--- src/rtl/hsv_pkg.sv ---
// hsv_pkg: shared types, constants and a helper function for the HSV to RGB converter.
// Used by hsv_level, hsv_to_rgb_converter and the checker. No dependencies.
`default_nettype none
package hsv_pkg;

  localparam int unsigned SECTOR_DEG = 60;
  localparam int unsigned FULL_SCALE = 255;
  localparam int unsigned Q_SCALE    = SECTOR_DEG * FULL_SCALE;

  // Reciprocal of 255 at 2^-24 and of 3825 (Q_SCALE / 4) at 2^-32, rounded up.
  localparam logic [16:0] RECIP_P = 17'd65794;
  localparam int unsigned SHIFT_P = 24;
  localparam logic [20:0] RECIP_Q = 21'd1122868;
  localparam int unsigned SHIFT_Q = 32;

  // Cycles from an input transfer to its result strobe.
  localparam int unsigned LATENCY = 5;

  typedef enum logic [2:0] {
    SEC_0 = 3'd0,
    SEC_1 = 3'd1,
    SEC_2 = 3'd2,
    SEC_3 = 3'd3,
    SEC_4 = 3'd4,
    SEC_5 = 3'd5
  } hsv_sector_t;

  typedef struct packed {
    logic        vld;
    hsv_sector_t sector;
    logic [7:0]  v;
  } hsv_tag_t;

  typedef struct packed {
    hsv_sector_t sector;
    logic [5:0]  rem;
  } hsv_split_t;

  function automatic hsv_split_t hue_split(input logic [8:0] hue);
    logic [3:0] k;
    logic [8:0] base;
    hsv_split_t res;
    k = 4'(hue >= 9'd60) + 4'(hue >= 9'd120) + 4'(hue >= 9'd180) + 4'(hue >= 9'd240)
      + 4'(hue >= 9'd300) + 4'(hue >= 9'd360) + 4'(hue >= 9'd420) + 4'(hue >= 9'd480);
    base = 9'(32'(k) * SECTOR_DEG);
    res.rem = 6'(hue - base);
    res.sector = (k > 4'd5) ? SEC_5 : hsv_sector_t'(k[2:0]);
    return res;
  endfunction

endpackage
`default_nettype wire

--- src/rtl/hsv_to_rgb_converter.sv ---
// hsv_to_rgb_converter: pipelined HSV to RGB pixel converter, top level.
// Depends on hsv_pkg and hsv_level.
//
//   channel  | ports                          | handshake
//   ---------+--------------------------------+-------------------------------
//   input    | hue, saturation, brightness    | start high, busy low at edge
//   result   | red, green, blue               | done high for one cycle
//
// One pixel per cycle; each result is registered at the input, in the hsv_level stages and at the output.
// busy stays low: every stage advances each cycle and there is no feedback.
// Synchronous reset drops all items in flight; no results follow it.
// The receiver cannot stall, so no stage ever holds.
`default_nettype none
module hsv_to_rgb_converter (
  input  wire logic       clk,
  input  wire logic       rst,
  input  wire logic       start,
  output logic            busy,
  input  wire logic [8:0] hue,
  input  wire logic [7:0] saturation,
  input  wire logic [7:0] brightness,
  output logic            done,
  output logic [7:0]      red,
  output logic [7:0]      green,
  output logic [7:0]      blue
);

  hsv_pkg::hsv_tag_t   tag1, tag_lv;
  logic [5:0]          rem1;
  logic [7:0]          s1;
  hsv_pkg::hsv_split_t split;
  logic [7:0]          p, q, t;
  logic [7:0]          red_next, green_next, blue_next;
  logic                done_q;
  logic [7:0]          red_q, green_q, blue_q;

  assign busy  = 1'b0;
  assign split = hsv_pkg::hue_split(hue);

  always_ff @(posedge clk) begin
    if (rst) begin
      tag1.vld <= 1'b0;
      done_q   <= 1'b0;
    end else begin
      tag1.vld <= start && !busy;
      done_q   <= tag_lv.vld;
    end

    tag1.sector <= split.sector;
    tag1.v      <= brightness;
    rem1        <= split.rem;
    s1          <= saturation;
    red_q       <= red_next;
    green_q     <= green_next;
    blue_q      <= blue_next;
  end

  hsv_level u_level (
    .clk     (clk),
    .rst     (rst),
    .tag_in  (tag1),
    .rem     (rem1),
    .s       (s1),
    .tag_out (tag_lv),
    .p       (p),
    .q       (q),
    .t       (t)
  );

  always_comb begin
    unique case (tag_lv.sector)
      hsv_pkg::SEC_0: begin
        red_next = tag_lv.v; green_next = t;        blue_next = p;
      end
      hsv_pkg::SEC_1: begin
        red_next = q;        green_next = tag_lv.v; blue_next = p;
      end
      hsv_pkg::SEC_2: begin
        red_next = p;        green_next = tag_lv.v; blue_next = t;
      end
      hsv_pkg::SEC_3: begin
        red_next = p;        green_next = q;        blue_next = tag_lv.v;
      end
      hsv_pkg::SEC_4: begin
        red_next = t;        green_next = p;        blue_next = tag_lv.v;
      end
      default: begin
        red_next = tag_lv.v; green_next = p;        blue_next = q;
      end
    endcase
  end

  assign done  = done_q;
  assign red   = red_q;
  assign green = green_q;
  assign blue  = blue_q;

endmodule
`default_nettype wire

--- src/rtl/hsv_level.sv ---
// hsv_level: three-stage datapath that forms the p, q and t levels of one pixel.
// Depends on hsv_pkg; carries the sector and value tag alongside the data.
`default_nettype none
module hsv_level (
  input  wire logic             clk,
  input  wire logic             rst,
  input  wire hsv_pkg::hsv_tag_t tag_in,
  input  wire logic [5:0]       rem,
  input  wire logic [7:0]       s,
  output hsv_pkg::hsv_tag_t     tag_out,
  output logic [7:0]            p,
  output logic [7:0]            q,
  output logic [7:0]            t
);

  hsv_pkg::hsv_tag_t tag2, tag3, tag4;
  logic [7:0]  np2;
  logic [13:0] nq2, nt2;
  logic [15:0] pp3;
  logic [21:0] pq3, pt3;
  logic [7:0]  p4, q4, t4;

  logic [13:0] sr, srt;
  logic [5:0]  rem_c;
  logic [32:0] mp;
  logic [40:0] mq, mt;

  assign rem_c = 6'(hsv_pkg::SECTOR_DEG) - rem;
  assign sr    = 14'(s) * 14'(rem);
  assign srt   = 14'(s) * 14'(rem_c);

  assign mp = 33'(pp3) * 33'(hsv_pkg::RECIP_P);
  assign mq = 41'(pq3[21:2]) * 41'(hsv_pkg::RECIP_Q);
  assign mt = 41'(pt3[21:2]) * 41'(hsv_pkg::RECIP_Q);

  always_ff @(posedge clk) begin
    if (rst) begin
      tag2.vld <= 1'b0;
      tag3.vld <= 1'b0;
      tag4.vld <= 1'b0;
    end else begin
      tag2.vld <= tag_in.vld;
      tag3.vld <= tag2.vld;
      tag4.vld <= tag3.vld;
    end

    tag2.sector <= tag_in.sector;
    tag2.v      <= tag_in.v;
    np2         <= 8'(hsv_pkg::FULL_SCALE) - s;
    nq2         <= 14'(hsv_pkg::Q_SCALE) - sr;
    nt2         <= 14'(hsv_pkg::Q_SCALE) - srt;

    tag3.sector <= tag2.sector;
    tag3.v      <= tag2.v;
    pp3         <= 16'(tag2.v) * 16'(np2);
    pq3         <= 22'(tag2.v) * 22'(nq2);
    pt3         <= 22'(tag2.v) * 22'(nt2);

    tag4.sector <= tag3.sector;
    tag4.v      <= tag3.v;
    p4          <= mp[hsv_pkg::SHIFT_P +: 8];
    q4          <= mq[hsv_pkg::SHIFT_Q +: 8];
    t4          <= mt[hsv_pkg::SHIFT_Q +: 8];
  end

  assign tag_out = tag4;
  assign p       = p4;
  assign q       = q4;
  assign t       = t4;

endmodule
`default_nettype wire

--- config.mk ---
export PLATFORM = sky130hd
export DESIGN_NAME = hsv_to_rgb_converter
export DESIGN_NICKNAME = d
export VERILOG_FILES = /design/src/rtl/hsv_pkg.sv /design/src/rtl/hsv_to_rgb_converter.sv /design/src/rtl/hsv_level.sv
export SDC_FILE = /design/constraint.sdc
export NUM_CORES = 2
export LEC_CHECK = 0
export BUFFER_PORTS_ARGS = -buffer_cell sky130_fd_sc_hd__buf_2
export CAP_MARGIN = 0
export CORE_ASPECT_RATIO = 1.75
export CORE_MARGIN = 2
export CORE_UTILIZATION = 70
export DETAILED_ROUTE_END_ITERATION = 6
export PLACE_DENSITY = 0.91
export SYNTH_ARGS = -nofsm -noshare
export SYNTH_HDL_FRONTEND = slang
export SYNTH_HIERARCHICAL = 1
export SYNTH_SLANG_ARGS = --single-unit
--- constraint.sdc ---
create_clock -name clk -period 13.8 [get_ports clk]
set_clock_uncertainty 0.05 [all_clocks]
set_input_delay 0 -clock clk [delete_from_list [all_inputs] [get_ports clk]]
set_output_delay 0 -clock clk [all_outputs]
set_load 0.01 [all_outputs]
Word-level counts from Yosys, hierarchy flattened
Index checks and enable logic that the tools add are counted.
Storage, ports and cells
  flip-flop bits (word level): 207
  bits of input ports: 28
  word-level logic and storage cells: 69
Cells by class
  add/subtract/negate cells: 12
  $mul: 9
  magnitude comparators: 9
  eq/ne operators: 4
  multiplexer cells: 3
  reduce and logical (&&, ||, !) cells: 5
Operators with widths (number)
  multiplier 20 x 19 -> 38 bit (second input constant): 2
  one-hot mux 8 bit (3 select lines): 3
  multiplier 8 x 14 -> 22 bit: 2
  >= comparator 9 bit (second input constant): 4
  multiplier 16 x 16 -> 31 bit (second input constant): 1
  multiplier 8 x 6 -> 14 bit: 2
  subtractor 14 bit (first input constant): 2
  >= comparator 9 x 8 -> 1 bit (second input constant): 2
  adder 4 x 1 -> 4 bit: 4
  multiplier 8 x 8 -> 16 bit: 1
  >= comparator 9 x 6 -> 1 bit (second input constant): 1
  >= comparator 9 x 7 -> 1 bit (second input constant): 1
  OR reduction 2 bit: 4
  subtractor 8 bit (first input constant): 1
  == test 3 x 2 -> 1 bit (second input constant): 2
  subtractor 6 bit: 1
  subtractor 6 bit (first input constant): 1
  adder 3 x 1 -> 4 bit: 1
  > comparator 4 x 3 -> 1 bit (second input constant): 1
  multiplier 4 x 1 -> 4 bit (second input constant): 1
  adder 2 x 1 -> 3 bit: 1
  == test 3 x 1 -> 1 bit (second input constant): 1
  == test 3 bit (second input constant): 1
  zero test 3 bit: 1
  adder 1 x 1 -> 2 bit: 1

Longest topological paths before layout
  word-level depth: 10
  mapped depth: 21
  depth with buffers taken out: 20

By module
The synthesis kept the hierarchy.
Modules (own cells, without submodules)
  hsv_level: instances 1, cells an instance 2766, area each 25712.2 um^2, sequential area each 3022.9 um^2
  hsv_to_rgb_converter: instances 1, cells an instance 277, area each 2625.0 um^2, sequential area each 1021.0 um^2

Least setup slack after synthesis
Ideal clock, no wire load.
  kind: register to register
  start: register u_level/tag2[7] (netlist bit)
  end: register u_level.pt3[20]
  library setup time: 0.072 ns
  arrival time: 4.738 ns
  required time: 13.678 ns
  path slack: 8.939 ns
  cell stages (with the launch flop): 20
  buffers on the path: 1
  path through: dfxtp_1 clkbuf_1 and2_1 fa_1 inv_1 fa_1 inv_1 fa_1 inv_1 fa_1 inv_1 ha_1 a21o_1 or3_1 a21oi_1 o31ai_1 nand3b_1 a31o_2 a21oi_1 xnor2_1
On the way
  longest elaborated chain between the ends: 1
Ends and longest elaborated chain
  start, declared: RTL line hsv_level.sv:16  | hsv_pkg::hsv_tag_t tag2, tag3, tag4;
  multiplier 8 x 14 -> 22 bit: RTL line hsv_level.sv:57  | pt3 <= 22'(tag2.v) * 22'(nt2);
  end signal, assigned: RTL line hsv_level.sv:57
  end, declared: RTL line hsv_level.sv:20  | logic [21:0] pq3, pt3;
No other way between the ends.
A chain may end at the register's enable or synchronous reset.

Worst setup path in the final report
  start: register u_level/tag2[6] (netlist bit)
  end: register u_level.pt3[20]
Same word-level chain as after synthesis.

==> impl_metrics.ini <==
[outcome]
outcome = finished clean

[critical_path]
end_kind = register
setup.worst_path.class = reg2reg
crit_arrival_ns = 6.21
crit_fanout = 36
required_ns = 14.24
cp-start-kind = register

[finish]
antenna_cells = 0
drive_above_1_share_pct = 4.19
final_common_cell = inv_1
mostFrequentLayoutCells = inv_1, ha_1, fa_1
nNetsFinal = 4071
area_delta_synth_final_pct = 6.03

[floorplan]
rows = 97
die_w_um = 156
die_h_um = 270
core_area_um2 = 39900
ios = 54
die_area_um2 = 42200
start_util_pct = 71.0

[clock_network]
post_cts_buffers = 0
clk_latency_ns = 0.56
cts_buffers = 22
clkTransAtPathRegs_ns = 0.07
clock-sinks = 202
clockBufferDepth = 3
cts_tree = built
root_buffer = clkbuf_16
htreeDepth = 1

[worst_hold_path]
min_path_type = in2reg

[logic_synthesis]
yosys.area.top_type_share_pct = 26.1
synth_edf_count = 0
syn_nets = 4026
yosys-top-cells-area = fa_1, ha_1, dfxtp_1
yosysWarnings = 6
ys_ff_latch = 202
syn_avg_cell_area_um2 = 9.31
ys.flop_type = dfxtp_1
ys_seq_area_share_pct = 14.3
ys_async_sr_fraction_pct = 0
synth_cells = 3043
synth_area_um2 = 28300
synth_cell_type_count = 64
synth_top_area_cell = fa_1

[timing]
fin_setup_tns_ns = 0
fmax_mhz = 173
finalCriticalPeriod_ns = 5.77
worstMarginPinSlew_ns = 1.24
max_slew_margin_pct = 17.1
post-route-period-util_pct = 41.8
hold_violations = 0
slew_viol_final = 0
setup_viol = 0
grt_setup_unrepaired = no

[placed_design]
dpl.hpwl_mm = 52.7
port_buffers = 52
place_congestion = 0.939

[grt]
grt-ovfl-total = 0
antenna_found_initial = 0
grt_pass1_wl_mm = 110
grt_use_total_pct = 32.4
grt_pass1_vias = 24100
grt_max_degree = 62

[detailed_routing]
viasPerCell = 5.97
met1_length_mm = 22.2
routed.top_layer = met4
drt_iter0_drc = 1279
wl_met3_mm = 3.15
drtAntennaViolNets = 0
drt_wl_total_mm = 66.2
drc = 0
wl_met2_mm = 35.3
first_pass_iters = 6
num_vias = 21500
drt-wirelength-per-cell_um = 18.4

[flow_run]
max-cap-violations = 0
worst max-delay path: stages, from the launching register on:
cell and delay [ns]:
dfxtp_1 1.14, nand2_1 0.19, fa_1 0.51, fa_1 0.53
inv_1 0.06, fa_1 0.54, inv_1 0.07, fa_1 0.53
inv_1 0.05, ha_1 0.33, a21o_1 0.22, or3_1 0.36
a21oi_1 0.19, o31ai_1 0.14, nand3b_1 0.23, a31o_2 0.26
a21oi_1 0.17, xnor2_1 0.13
flip-flops by register name, indices dropped and copies added, names as in the netlist:
register,flops
u_level/np2,8
s1,8
u_level/t,8
u_level/q,8
u_level/pt3,20
done,1
u_level/pq3,20
u_level/p,8
rem1,6
u_level/tag_out,12
u_level/nq2,13
u_level/tag3,12
blue,8
tag1,12
u_level/nt2,14
u_level/pp3,16
green,8
u_level/tag2,12
red,8
final timing paths:
kind | from | to | slack, ns | cells after the start
worst max-delay path | u_level/tag2[6]$_DFF_P_ | u_level/pt3[20]$_DFF_P_ | 8.03 | 17
worst min register to register | tag1[3]$_DFF_P_ | u_level/tag2[3]$_DFF_P_ | 0.27 | 0
worst max register to register | u_level/tag2[6]$_DFF_P_ | u_level/pt3[20]$_DFF_P_ | 8.03 | 17
worst min-delay path | hue[0] | rem1[0]$_DFF_P_ | 0.05 | 2
Yosys cell counts, types with 4 or more instances:
master / n
a31oi_1: 12
a21o_1: 39
mux2i_1: 17
buf_4: 7
a41oi_1: 4
a32oi_1: 6
nor3_1: 17
a31o_2: 4
or3_1: 5
buf_2: 4
fa_1: 369
and3_1: 12
nor2b_1: 24
o311a_1: 8
o21bai_1: 8
nor2_1: 56
o31ai_1: 8
o21a_1: 10
xor2_1: 29
nand3b_1: 10
inv_1: 747
o211ai_1: 11
a2111oi_0: 5
nand2_1: 222
xnor2_1: 72
o22ai_1: 10
or2_2: 6
nand2b_1: 9
and4_1: 5
nand4_1: 11
nand3_1: 26
o221ai_1: 11
dfxtp_1: 202
clkbuf_1: 49
mux2_2: 13
o21ai_0: 59
a211oi_1: 7
a21oi_1: 89
o21ai_1: 13
ha_1: 586
and2_1: 203
cell type report:
class,count,area (um2)
clock buffer,24,568
clock inverter,16,229
fill,2348,9880
inverter,747,2800
multi-input combinational,2029,21200
sequential,202,4050
tap,495,619
timing repair buffer,86,581
metrics by stage:
step                cells  worst slack (ns)  utilization, %  hold WS, ns  cell area, um2
floorplan            3043              8.94               -      -0.0223           28300
global placement     3533              8.23            72.6       0.0517           29000
detailed placement   3533              8.08            72.6       0.0536           29000
CTS                  3599              8.07            75.2       0.0392           30000
global route         3599              7.65            75.2       0.0549           30000
finish               3599              8.03            75.2       0.0540           30000
cells by family after synthesis:
kind of cell / after synthesis / share of synthesized area, %
xor gates and xnor gates: 101 / 3.12
muxes: 30 / 1.12
and+or+nand+nor: 618 / 11.2
DFF: 202 / 14.3
buffers and inverters: 812 / 10.9
other: 1 / 0.0132
adders and majority gates: 955 / 51.9
AOI/OAI and AO/OA: 324 / 7.46
per-layer routing:
metal | track usage (%) | vias to the layer above
met3 | 4.08 | 407
li1 | - | 9692
met5 | 0 | -
met2 | 60.8 | 918
met1 | 32.0 | 10500
met4 | 23.9 | 0
what timing repair did:
item	in CTS	in global routing
hold buffers	26	0
setup endpoints to repair	0	0
gates resized for setup	0	0
endpoints found under the hold margin	27	0
Power is left out: the tool's default activity adds up to more than one toggle a clock period on the data nets, which glitch-free logic cannot reach.
